===== config.mk =====
export PLATFORM = sky130hd
export DESIGN_NAME = pdc_ctrl
export DESIGN_NICKNAME = d
export VERILOG_FILES = /design/src/hdl/pdc_pkg.sv /design/src/hdl/pdc_ctrl.sv
export SDC_FILE = /design/constraint.sdc
export NUM_CORES = 1
export LEC_CHECK = 0
export ABC_AREA = 1
export BUFFER_PORTS_ARGS = -buffer_cell sky130_fd_sc_hd__buf_2
export CORE_AREA = 2 2 39 41
export DETAILED_ROUTE_END_ITERATION = 10
export DIE_AREA = 0 0 41 43
export PLACE_DENSITY_LB_ADDON = 0.2
export SLEW_MARGIN = 20
export SYNTH_ARGS = -nofsm -noshare
export SYNTH_HDL_FRONTEND = slang
export SYNTH_SLANG_ARGS = --single-unit

===== constraint.sdc =====
create_clock -name clk -period 3.3 [get_ports clk]
set_clock_uncertainty 0.2 [all_clocks]
set_input_delay 0.495 -clock clk [delete_from_list [all_inputs] [get_ports clk]]
set_output_delay 0.495 -clock clk [all_outputs]
set_load 0.02 [all_outputs]

===== src/hdl/pdc_pkg.sv =====
package pdc_pkg;

  localparam int MAX_POINTS = 1024;
  localparam int ADDR_W     = $clog2(MAX_POINTS);
  localparam int CNT_W      = $clog2(MAX_POINTS + 1);
  localparam int COORD_W    = 32;
  localparam int IDX_W      = 10;
  localparam int COUNT_W    = 10;

  localparam logic [COUNT_W-1:0] COUNT_MAX = '1;

  localparam logic KIND_LOAD = 1'b0;
  localparam logic KIND_READ = 1'b1;

  typedef struct packed {
    logic                      kind;
    logic signed [COORD_W-1:0] coord_x;
    logic signed [COORD_W-1:0] coord_y;
    logic                      last_point;
    logic [IDX_W-1:0]          read_index;
  } pdc_in_t;

  typedef struct packed {
    logic [IDX_W-1:0]   point_index;
    logic [COUNT_W-1:0] dominated_count;
    logic               valid_res;
  } pdc_out_t;

  typedef struct packed {
    logic take_load;
    logic take_read;
    logic scan_issue;
    logic store;
    logic rd_sel_idx;
    logic out_load;
  } pdc_cmd_t;

  typedef struct packed {
    logic load_room;
    logic scan_more;
    logic scan_done;
    logic out_free;
  } pdc_status_t;

  function automatic logic [COUNT_W-1:0] sat_inc(input logic [COUNT_W-1:0] c);
    sat_inc = (c == COUNT_MAX) ? c : c + 1'b1;
  endfunction

endpackage


===== src/hdl/pdc_ctrl.sv =====
module pdc_ctrl (
  input  logic                 clk,
  input  logic                 rst,
  input  logic                 item_valid,
  input  logic                 item_kind,
  output logic                 item_stall,
  input  pdc_pkg::pdc_status_t status,
  output pdc_pkg::pdc_cmd_t    cmd
);
  import pdc_pkg::*;

  localparam logic [2:0] S_IDLE  = 3'd0;
  localparam logic [2:0] S_SCAN  = 3'd1;
  localparam logic [2:0] S_STORE = 3'd2;
  localparam logic [2:0] S_RADDR = 3'd3;
  localparam logic [2:0] S_ROUT  = 3'd4;

  logic [2:0] state, state_next;
  logic       take;

  assign item_stall = (state != S_IDLE);
  assign take       = (state == S_IDLE) && item_valid;

  always_comb begin
    state_next     = state;
    cmd            = '0;
    cmd.take_load  = take && (item_kind == KIND_LOAD);
    cmd.take_read  = take && (item_kind == KIND_READ);
    case (state)
      S_IDLE: begin
        if (cmd.take_read) begin
          state_next = S_RADDR;
        end else if (cmd.take_load && status.load_room) begin
          state_next = S_SCAN;
        end
      end
      S_SCAN: begin
        cmd.scan_issue = status.scan_more;
        if (status.scan_done) begin
          state_next = S_STORE;
        end
      end
      S_STORE: begin
        cmd.store  = 1'b1;
        state_next = S_IDLE;
      end
      S_RADDR: begin
        cmd.rd_sel_idx = 1'b1;
        state_next     = S_ROUT;
      end
      S_ROUT: begin
        cmd.rd_sel_idx = 1'b1;
        if (status.out_free) begin
          cmd.out_load = 1'b1;
          state_next   = S_IDLE;
        end
      end
      default: state_next = S_IDLE;
    endcase
  end

  always_ff @(posedge clk) begin
    if (rst) begin
      state <= S_IDLE;
    end else begin
      state <= state_next;
    end
  end

  a_stall_busy: assert property (@(posedge clk) disable iff (rst)
    (state == S_SCAN || state == S_STORE || state == S_ROUT) |-> item_stall)
    else $error("input taken while busy");
  a_store_after_scan: assert property (@(posedge clk) disable iff (rst)
    cmd.store |-> $past(state) == S_SCAN)
    else $error("store without scan");
  a_read_path: assert property (@(posedge clk) disable iff (rst)
    cmd.take_read |=> state == S_RADDR ##1 state == S_ROUT)
    else $error("read sequence broken");

endmodule


# [After elaboration in Yosys (flattened, before gate mapping)]
# Index checks and enable logic that the tools add are counted.
# Widths: inputs -> output; s select.
[totals] output_inout_bits=7 elab_cells=27 in_bits=8 reg_bits=3
[classes] n_bitwise=1 n_mux=10 n_reduce_logical=8 eq_ne=7
[ops] op="$mux 3" n=4
[ops] op="$pmux 3 s4" n=1
[ops] op="$eq 3x2->1 const B" n=2
[ops] op="$mux 1" n=5
[ops] op="$logic_and 1x1->1" n=4
[ops] op="$ne 2x2->1 const B" n=2
[ops] op="$eq 3x1->1 const B" n=1
[ops] op="$eq 3x3->1 const B" n=1
[ops] op="$logic_not 3->1" n=1
[ops] op="$ne 3x2->1 const B" n=1
[ops] op="$reduce_and 3->1" n=1
[ops] op="$reduce_bool 3->1" n=1
[ops] op="$reduce_or 2->1" n=1
[ops] op="$not 1->1" n=1

# [Depth between registers and ports, before layout]
# Gate-level depths: netlist of run 1.
[logic_depth] depth_word=7 mapped_depth=7 mapped_depth_nobuf=7

# [Worst setup path after synthesis of run 1]
# Ideal clock, no wire load.
[synth_timing] path_type="flip-flop to output port" from="reg state[0]" to="out cmd[5] (netlist bit)" path_buffers=0 slack_ps=1504 arrival_time_ps=1101 t_required_ps=2605 stages_incl_launch_ff=4 path_cell_list="dfxtp_1 -> nor2_2 -> nand2_2 -> nor3_1"
[synth_rtl] item="start, declared" line="pdc_ctrl.sv:18" rtl="logic [2:0] state, state_next;"
[synth_rtl] item="start signal, assigned" line="pdc_ctrl.sv:66" rtl="state <= state_next;"
[synth_rtl] item="end, declared" line="pdc_ctrl.sv:8" rtl="output pdc_pkg::pdc_cmd_t cmd"

==> results of run 1 <==
[cells by family (layout without fill, tap and decap cells)]
group | count (synthesis) | in the layout | share of synthesized area, %
buffers and inverters | 7 | 25 | 12.00
AOI/OAI and AO/OA | 2 | 2 | 5.142
and+or+nand+nor | 25 | 25 | 55.43
DFF | 3 | 3 | 27.43
[cell usage after synthesis, drive strengths merged]
library cell | n | area (µm²)
a31oi | 1 | 6.260
nor2 | 11 | 51.30
a21oi | 1 | 5.000
dfxtp | 3 | 60.06
nand3 | 4 | 25.02
nand4 | 1 | 6.260
nor3 | 2 | 10.01
inv | 7 | 26.27
nand2 | 7 | 28.78
[placed cells by master (no fill, tap or decap), types with 2 or more instances in the layout]
| master | n |
|---|---|
| nand3_1 | 3 |
| nor3_1 | 2 |
| nand2_1 | 6 |
| nor2_2 | 4 |
| inv_1 | 6 |
| dfxtp_1 | 3 |
| nor2_1 | 7 |
| clkbuf_4 | 3 |
| buf_2 | 14 |
[final timing paths]
| kind | from | endpoint | slack [ps] |
|---|---|---|---|
| max | state[0]$_SDFFE_PP0P_ | cmd[5] | 1460 |
| min | rst | state[1]$_SDFFE_PP0P_ | 260 |
| max reg2reg | state[0]$_SDFFE_PP0P_ | state[1]$_SDFFE_PP0P_ | 2130 |
| min reg2reg | state[1]$_SDFFE_PP0P_ | state[2]$_SDFFE_PP0P_ | 340 |
[power groups by stage]
stage / Sequential (mW) / Clock (mW) / Combinational [mW]
floorplan: 0.0413 / 0 / 0.0248
global placement: 0.0419 / 0 / 0.0376
detailed placement: 0.0418 / 0 / 0.0374
CTS: 0.0413 / 0.0669 / 0.0375
global route: 0.0414 / 0.0698 / 0.0414
finish: 0.0412 / 0.0631 / 0.0370
[per-layer routing]
metal | up-vias | GRT usage, % | wire, µm
li1 | 154 | - | -
met1 | 119 | 7.668 | 241
met2 | 5 | 11.88 | 257
met3 | 0 | 5.236 | 30
met4 | 0 | 4.000 | 0
met5 | - | 0 | 0
[worst max-delay path, cell delays in order (launching register included)]
cell and delay (ps):
dfxtp_1 360, nor2_2 170, nand2_2 90, nor3_1 120, buf_2 180
[stage by stage]
step / power (mW) / area, µm² / setup WS (ps) / utilization (%) / cells
2_1_floorplan: 0.06610 / 219.0 / 1504 / - / 37
3_3_place_gp: 0.07948 / 309.0 / 1637 / 22.33 / 67
3_5_place_dp: 0.07924 / 309.0 / 1622 / 22.33 / 67
4_1_cts: 0.1457 / 335.3 / 1432 / 24.23 / 71
5_1_grt: 0.1526 / 335.3 / 1362 / 24.23 / 71
6_report: 0.1413 / 335.3 / 1455 / 24.23 / 71
[final cells by class]
cell class,count,area (µm²),share of cell area [%]
Clock buffer,4,26.28,7.836
Timing Repair Buffer,14,70.07,20.90
Inverter,7,26.28,7.836
Multi-Input combinational cell,27,132.6,39.55
Sequential cell,3,60.06,17.91
Tap cell,16,20.02,5.970
==> impl_metrics.tcl, run 1 <==
set metrics [dict create \
    status "finished, final reports clean" \
    path_max_fanout 6 \
    dieArea_um2 1763 \
    synth-seq-area-share_pct 27.43 \
    fp-row-count 14 \
    power_frac_clock_pct 44.6 \
    synth_nets 45 \
    die_y_um 43 \
    p_sw_mw 0.04347 \
    grt_pass1_wl_um 931 \
    ys_ff_latch 3 \
    grt_antenna_before_repair 0 \
    cts_resized 0 \
    cp-start-kind "register" \
    combPwrFrac_pct 26.2 \
    p_int_mw 0.09782 \
    largest_reg_flops 3 \
    ir_drop_uv 126.0 \
    relSlewSlack_pct 85.29 \
    start_util_pct 15.82 \
    r2r_cells 6 \
    grt_start_max_net_pins 7 \
    grt_util_all_layers_pct 7.816 \
    final_hold_viol_count 0 \
    clkTransAtPathRegs_ps 40 \
    antenna_cells 0 \
    p_per_area_nw_per_um2 421.3 \
    post_cts_buffers 0 \
    postSynthCellCount 37 \
    fp.dieW_um 41 \
    drc 0 \
    tightest_slew_ps 220.4 \
    place_hpwl_um 461.9 \
    crit_path_end_kind "primary output" \
    area_growth_pct 53.14 \
    yosys_warnings 0 \
    first_pass_iters 2 \
    p_leak_nw 0.2022 \
    synthDistinctLibCells 13 \
    numCtsBuffers 3 \
    arrival_ps 1150 \
    grt-ovfl-total 0 \
    io-pin-count 15 \
    period_needed_ps 1845 \
    drt_iter0_markers 10 \
    rsz0062_at_grt "no" \
    first_global_vias 258 \
    hold_ws_ps 257.0 \
    clock_latency_ps 230 \
    cp_data_required_time_ps 2600 \
    min-delay-path-class "input pin to register" \
    finalSetupTns_ps 0 \
    via_count 278 \
    gp_congestion 0.6998 \
    max_freq_mhz 542.0 \
    cts_sinks 3 \
    post-route-period-util_pct 55.91 \
    clock_path_buffers 2 \
    layout-drive-gt1-share_pct 43.64 \
    largest_registers "state: 3 flops" \
    coreArea_um2 1384 \
    portBuffers 14 \
    top_register "state" \
    setup_viol 0 \
    wire_per_inst_um 7.451 \
    fill_cells 167 \
    h-tree-depth 1 \
    path_class "register to primary output" \
    drv_slew 0 \
    via_per_inst 3.915 \
    syn_area_um2 219.0 \
    drv_cap 0 \
    min_path_cells 2 \
    drt-total-wl_um 529 \
    cts_tree "yes" \
    fin_nets 64 \
    switching_share_pct 30.77 \
    avgSynthCellArea_um2 5.918 \
    drtAntennaViolNets 0 \
    holdBufCountCts 0 \
    cts-root-buf "clkbuf_4" \
    p_seq_share_pct 29.2 \
]
(Power assumes the default switching activity.)
==> run 2, diff against run 1 <==
==> constraint.sdc (replaced) <==
create_clock -name clk -period 1.6 [get_ports clk]
set_clock_uncertainty 0.2 [all_clocks]
set_input_delay 0.24 -clock clk [delete_from_list [all_inputs] [get_ports clk]]
set_output_delay 0.24 -clock clk [all_outputs]
set_load 0.02 [all_outputs]
==> run 2 against run 1 <==
Sequential cell count is the same. Register-to-register slack lost 1700 ps. Routed wire length grew 3.8%. Critical path depth grew 2. Clock power grew 110%. Worst hold slack lost 130 ps. Sequential share of layout area shrank 0.18 points. Setup slack lost 1400 ps.
==> impl_metrics.tcl, run 2 (synthesis gave the netlist of run 1 again) <==
set metrics [dict create \
    switching_share_pct 30.82 \
    io-pin-count 15 \
    cts-root-buf "clkbuf_4" \
    first_global_vias 242 \
    regArea_um2 66.31 \
    multi_input_area_um2 142.6 \
    fp-row-count 14 \
    final_hold_viol_count 0 \
    final_cell_mix "buf_2, nor2_1, nand2_1, inv_1" \
    p_sw_mw 0.09222 \
    grt_antenna_before_repair 0 \
    first_pass_iters 3 \
    crit_start "state[2]$_SDFFE_PP0P_" \
    wire_per_inst_um 7.521 \
    max_freq_mhz 659.4 \
    post-route-period-util_pct 94.79 \
    cp.buffers_inverters 3 \
    tightest_slew_ps 150.6 \
    ir_drop_uv 192.8 \
    fin_nets 66 \
    place_hpwl_um 438 \
    min_path_cells 4 \
    design_area_um2 374.1 \
    p_per_area_nw_per_um2 799.9 \
    clkTransAtPathRegs_ps 40 \
    period_needed_ps 1517 \
    slowest_stage "dfxtp_2" \
    arrival_ps 1080 \
    numCtsBuffers 3 \
    final_util_pct 27.03 \
    die_y_um 43 \
    cp_num_cells 6 \
    met1_usage_pct 7.372 \
    grt_start_max_net_pins 7 \
    dp_cells 67 \
    grt_busiest_layer "met2" \
    min-delay-path-class "input pin to register" \
    cp-start-kind "register" \
    cp_data_required_time_ps 1160 \
    fill_cells 169 \
    drv_cap 0 \
    fp.dieW_um 41 \
    layout_commonest_cell "buf_2" \
    cts_tree "yes" \
    status "finished, final reports clean" \
    cts_sinks 3 \
    h-tree-depth 1 \
    top_register "state" \
    worstHoldStart "status[0]" \
    clock_path_buffers 2 \
    path_cells "inv_4 -> nand2_1 -> nor2_2 -> nand3_1 -> inv_1 -> buf_4" \
    layout.cells.non_filler 73 \
    reg2reg_from "state[1]$_SDFFE_PP0P_" \
    largest_reg_flops 3 \
    coreArea_um2 1384 \
    path_max_fanout 5 \
    layout-drive-gt1-share_pct 52.63 \
    power_frac_clock_pct 43.3 \
    portBuffers 14 \
    via_count 283 \
    p_seq_share_pct 29.2 \
    relSlewSlack_pct 89.91 \
    setup_viol 0 \
    p_int_mw 0.2070 \
    r2r_cells 5 \
    critPathTopFamily "flip-flops" \
    gp_congestion 0.6971 \
    start_util_pct 15.82 \
    drt_iter0_markers 5 \
    grt-ovfl-total 0 \
    grt_use_met3_pct 4.712 \
    dieArea_um2 1763 \
    p_leak_nw 0.2162 \
    crit_path_end_kind "primary output" \
    met2_usage_pct 10.94 \
    grt_pass1_wl_um 855 \
    combPwrFrac_pct 27.4 \
    largest_registers "state: 3 flops" \
    drt-total-wl_um 549 \
    drc 0 \
    drtAntennaViolNets 0 \
    grt_util_all_layers_pct 7.322 \
    finalSetupTns_ps 0 \
    slowest_delay_ps 340 \
    drv_slew 0 \
    path_class "register to primary output" \
    via_per_inst 3.877 \
    antenna_cells 0 \
    area_growth_pct 70.86 \
    clock_latency_ps 230 \
    dpl_cell_area_um2 309.0 \
]
==> run 2: cell type report <==
class                      count  area share [%]
tap                           16           5.351
multi-input combinational     27           38.13
timing repair buffer          16           24.08
sequential                     3           17.73
clock buffer                   4           7.023
inverter                       7           7.692
==> run 2: power by group through the flow <==
stage / registers [mW] / clock network [mW] / logic, mW
2_1_floorplan: 0.0853 / 0 / 0.0511
3_3_place_gp: 0.0866 / 0 / 0.0779
3_5_place_dp: 0.0864 / 0 / 0.0765
4_1_cts: 0.0858 / 0.137 / 0.0788
5_1_grt: 0.0880 / 0.145 / 0.0913
6_report: 0.0875 / 0.130 / 0.0821
==> run 2: path summary, 6_finish.rpt <==
check	end	slack, ps
max	cmd[4]	80
min	state[2]$_SDFFE_PP0P_	120
max reg2reg	state[0]$_SDFFE_PP0P_	470
min reg2reg	state[2]$_SDFFE_PP0P_	340
==> run 2: through the flow <==
stage	hold slack, ps	setup WS [ps]	power, mW
final	123.1	83.44	0.2992
after global routing	135.9	-2.361	0.3246
after CTS	116.9	-1.451	0.3015
after detailed placement	242.4	246.1	0.1629
after global placement	242.8	211.8	0.1644
after floorplan	106.9	59.05	0.1363
==> run 2: layer usage <==
metal	wire, µm	share of wire, %
met5	0	0
met4	0	0
met3	25	4.6
met2	297	54
met1	226	41
==> run 2: what timing repair did <==
action / in CTS / in global routing
resized for setup: 1 / 8
buffers inserted: 0 / 1
pin swaps: 1 / 1
hold buffers: 1 / 0
endpoints found under the setup margin: 1 / 4
cloned: 0 / 0
hold endpoints to repair: 3 / 0
==> run 2: worst reg2reg max path, stage by stage (launching register included) <==
cell     delay, ps
dfxtp_2        360
inv_2           60
nand3_1        140
nor2_1          60
a31oi_1        150
nor2_1          50
==> run 3, diff against run 2 <==
--- a/config.mk
+++ b/config.mk
@@ -10,6 +10,7 @@
 export CORE_AREA = 2 2 39 41
 export DETAILED_ROUTE_END_ITERATION = 10
 export DIE_AREA = 0 0 41 43
+export GPL_TIMING_DRIVEN = 0
 export PLACE_DENSITY_LB_ADDON = 0.2
 export SLEW_MARGIN = 20
 export SYNTH_ARGS = -nofsm -noshare
==> run 3 against run 2 <==
Sequential cell count unchanged. Register-to-register slack about the same. Largest power group unchanged. Sequential share of layout area decreased by 0.89 points. Global-route usage increased by 0.19 points.
==> impl_metrics.tcl, run 3 (synthesis gave the netlist of run 1 again) <==
set metrics [dict create \
    path_class "register to primary output" \
    design_area_um2 379.1 \
    numCtsBuffers 3 \
    antenna_cells 0 \
    slowest_delay_ps 350 \
    path_cells "nor2_4 -> nand2_2 -> nor3_1 -> buf_2" \
    cp.buffers_inverters 1 \
    clkTransAtPathRegs_ps 40 \
    via_per_inst 3.918 \
    p_per_area_nw_per_um2 799.1 \
    cts_tree "yes" \
    ir_drop_uv 247.1 \
    cp-start-kind "register" \
    top_register "state" \
    layout.cells.non_filler 73 \
    drtAntennaViolNets 0 \
    fill_cells 172 \
    post-route-period-util_pct 96.31 \
    drv_slew 0 \
    drc 0 \
    grt_start_max_net_pins 7 \
    arrival_ps 1100 \
    dp_cells 67 \
    min-delay-path-class "input pin to register" \
    grt_pass1_wl_um 897 \
    coreArea_um2 1384 \
    finalSetupTns_ps 0 \
    path_max_fanout 6 \
    finalPower_mw 0.3030 \
    drt_iter0_markers 3 \
    setup_viol 0 \
    place_hpwl_um 466 \
    largest_registers "state: 3 flops" \
    final_hold_viol_count 0 \
    gp_congestion 0.6711 \
    clock_latency_ps 230 \
    fp-row-count 14 \
    layout-drive-gt1-share_pct 54.39 \
    wire_per_inst_um 7.288 \
    die_y_um 43 \
    grt-ovfl-total 0 \
    final_cell_mix "buf_2, nor2_1, inv_1, nand2_1" \
    via_count 286 \
    hold_ws_ps 118.2 \
    crit_path_end_kind "primary output" \
    tightest_slew_ps 165.2 \
    fp.dieW_um 41 \
    critPathTopFamily "flip-flops" \
    drv_cap 0 \
    portBuffers 14 \
    first_pass_iters 2 \
    grt_util_all_layers_pct 7.515 \
    area_growth_pct 73.14 \
    layout_commonest_cell "buf_2" \
    cts-root-buf "clkbuf_4" \
    cts_sinks 3 \
    io-pin-count 15 \
    largest_reg_flops 3 \
    clock_path_buffers 2 \
    drt-total-wl_um 532 \
    slowest_stage "dfxtp_2" \
    first_global_vias 255 \
    dieArea_um2 1763 \
    fin_nets 66 \
    max_freq_mhz 649.0 \
    relSlewSlack_pct 88.99 \
    grt_antenna_before_repair 0 \
    cp_data_required_time_ps 1160 \
    period_needed_ps 1541 \
    dpl_cell_area_um2 309.0 \
    h-tree-depth 1 \
    start_util_pct 15.82 \
    status "finished, final reports clean" \
    p_leak_nw 0.2180 \
]
## run 3: cell types whose count changed in the layout (fill, tap and decap cells not counted)
cell     previous run  this run
dfxtp_4             1         0
nor3_1              1         2
nand3_2             1         2
nor2_4              1         2
nand3_1             3         2
nand2_2             1         2
nor3_2              1         0
nand2_1             6         5
dfxtp_2             2         3
nor2_2              3         2
## run 3: path summary, 6_finish.rpt
check,from,depth (start not counted),slack [ps],endpoint
setup / recovery,state[0]$_SDFFE_PP0P_,4,60,cmd[5]
setup reg to reg,state[1]$_SDFFE_PP0P_,7,470,state[1]$_SDFFE_PP0P_
hold / removal,status[0],4,120,state[2]$_SDFFE_PP0P_
hold reg to reg,state[2]$_SDFFE_PP0P_,2,330,state[2]$_SDFFE_PP0P_
## run 3: routing by layer
metal / vias to the layer above / GRT usage, % / wire [µm]
li1: 156 / - / -
met2: 5 / 10.31 / 266
met5: - / 0 / 0
met1: 125 / 8.626 / 241
met3: 0 / 4.712 / 24
met4: 0 / 4.000 / 0
## run 3: where the power goes
part           internal (mW)  leakage (nW)  total (mW)  switching [mW]
registers             0.0804        0.0258      0.0884         0.00797
logic                 0.0354         0.177      0.0849          0.0495
clock network         0.0933        0.0150       0.130          0.0364
## run 3: metrics by stage
stage / setup WS (ps) / utilization, %
final: 59.07 / 27.40
after global routing: -1.700 / 27.40
after CTS: 4.486 / 25.41
after detailed placement: 221.3 / 22.33
after global placement: 235.2 / 22.33
after floorplan: 59.05 / -
## run 3: layout make-up
type,count,area [µm²],area share (%)
multi-input cells,27,150.1,39.60
clock buffers,4,26.28,6.931
well taps,16,20.02,5.281
flip-flops and latches,3,63.81,16.83
inverters,7,28.78,7.591
repair buffers,16,90.09,23.76
## run 3: timing repair
action                                  in CTS  in global routing
endpoints found under the setup margin       1                  2
setup buffers                                0                  1
resized for setup                            3                  7
endpoints found under the hold margin        2                  0
hold buffers                                 1                  0
pin swaps                                    1                  3
gates cloned                                 0                  0
## run 3: worst min-delay path, cell delays in order
cell,delay (ps)
buf_2,70
inv_1,50
nand3_2,90
a21oi_1,60
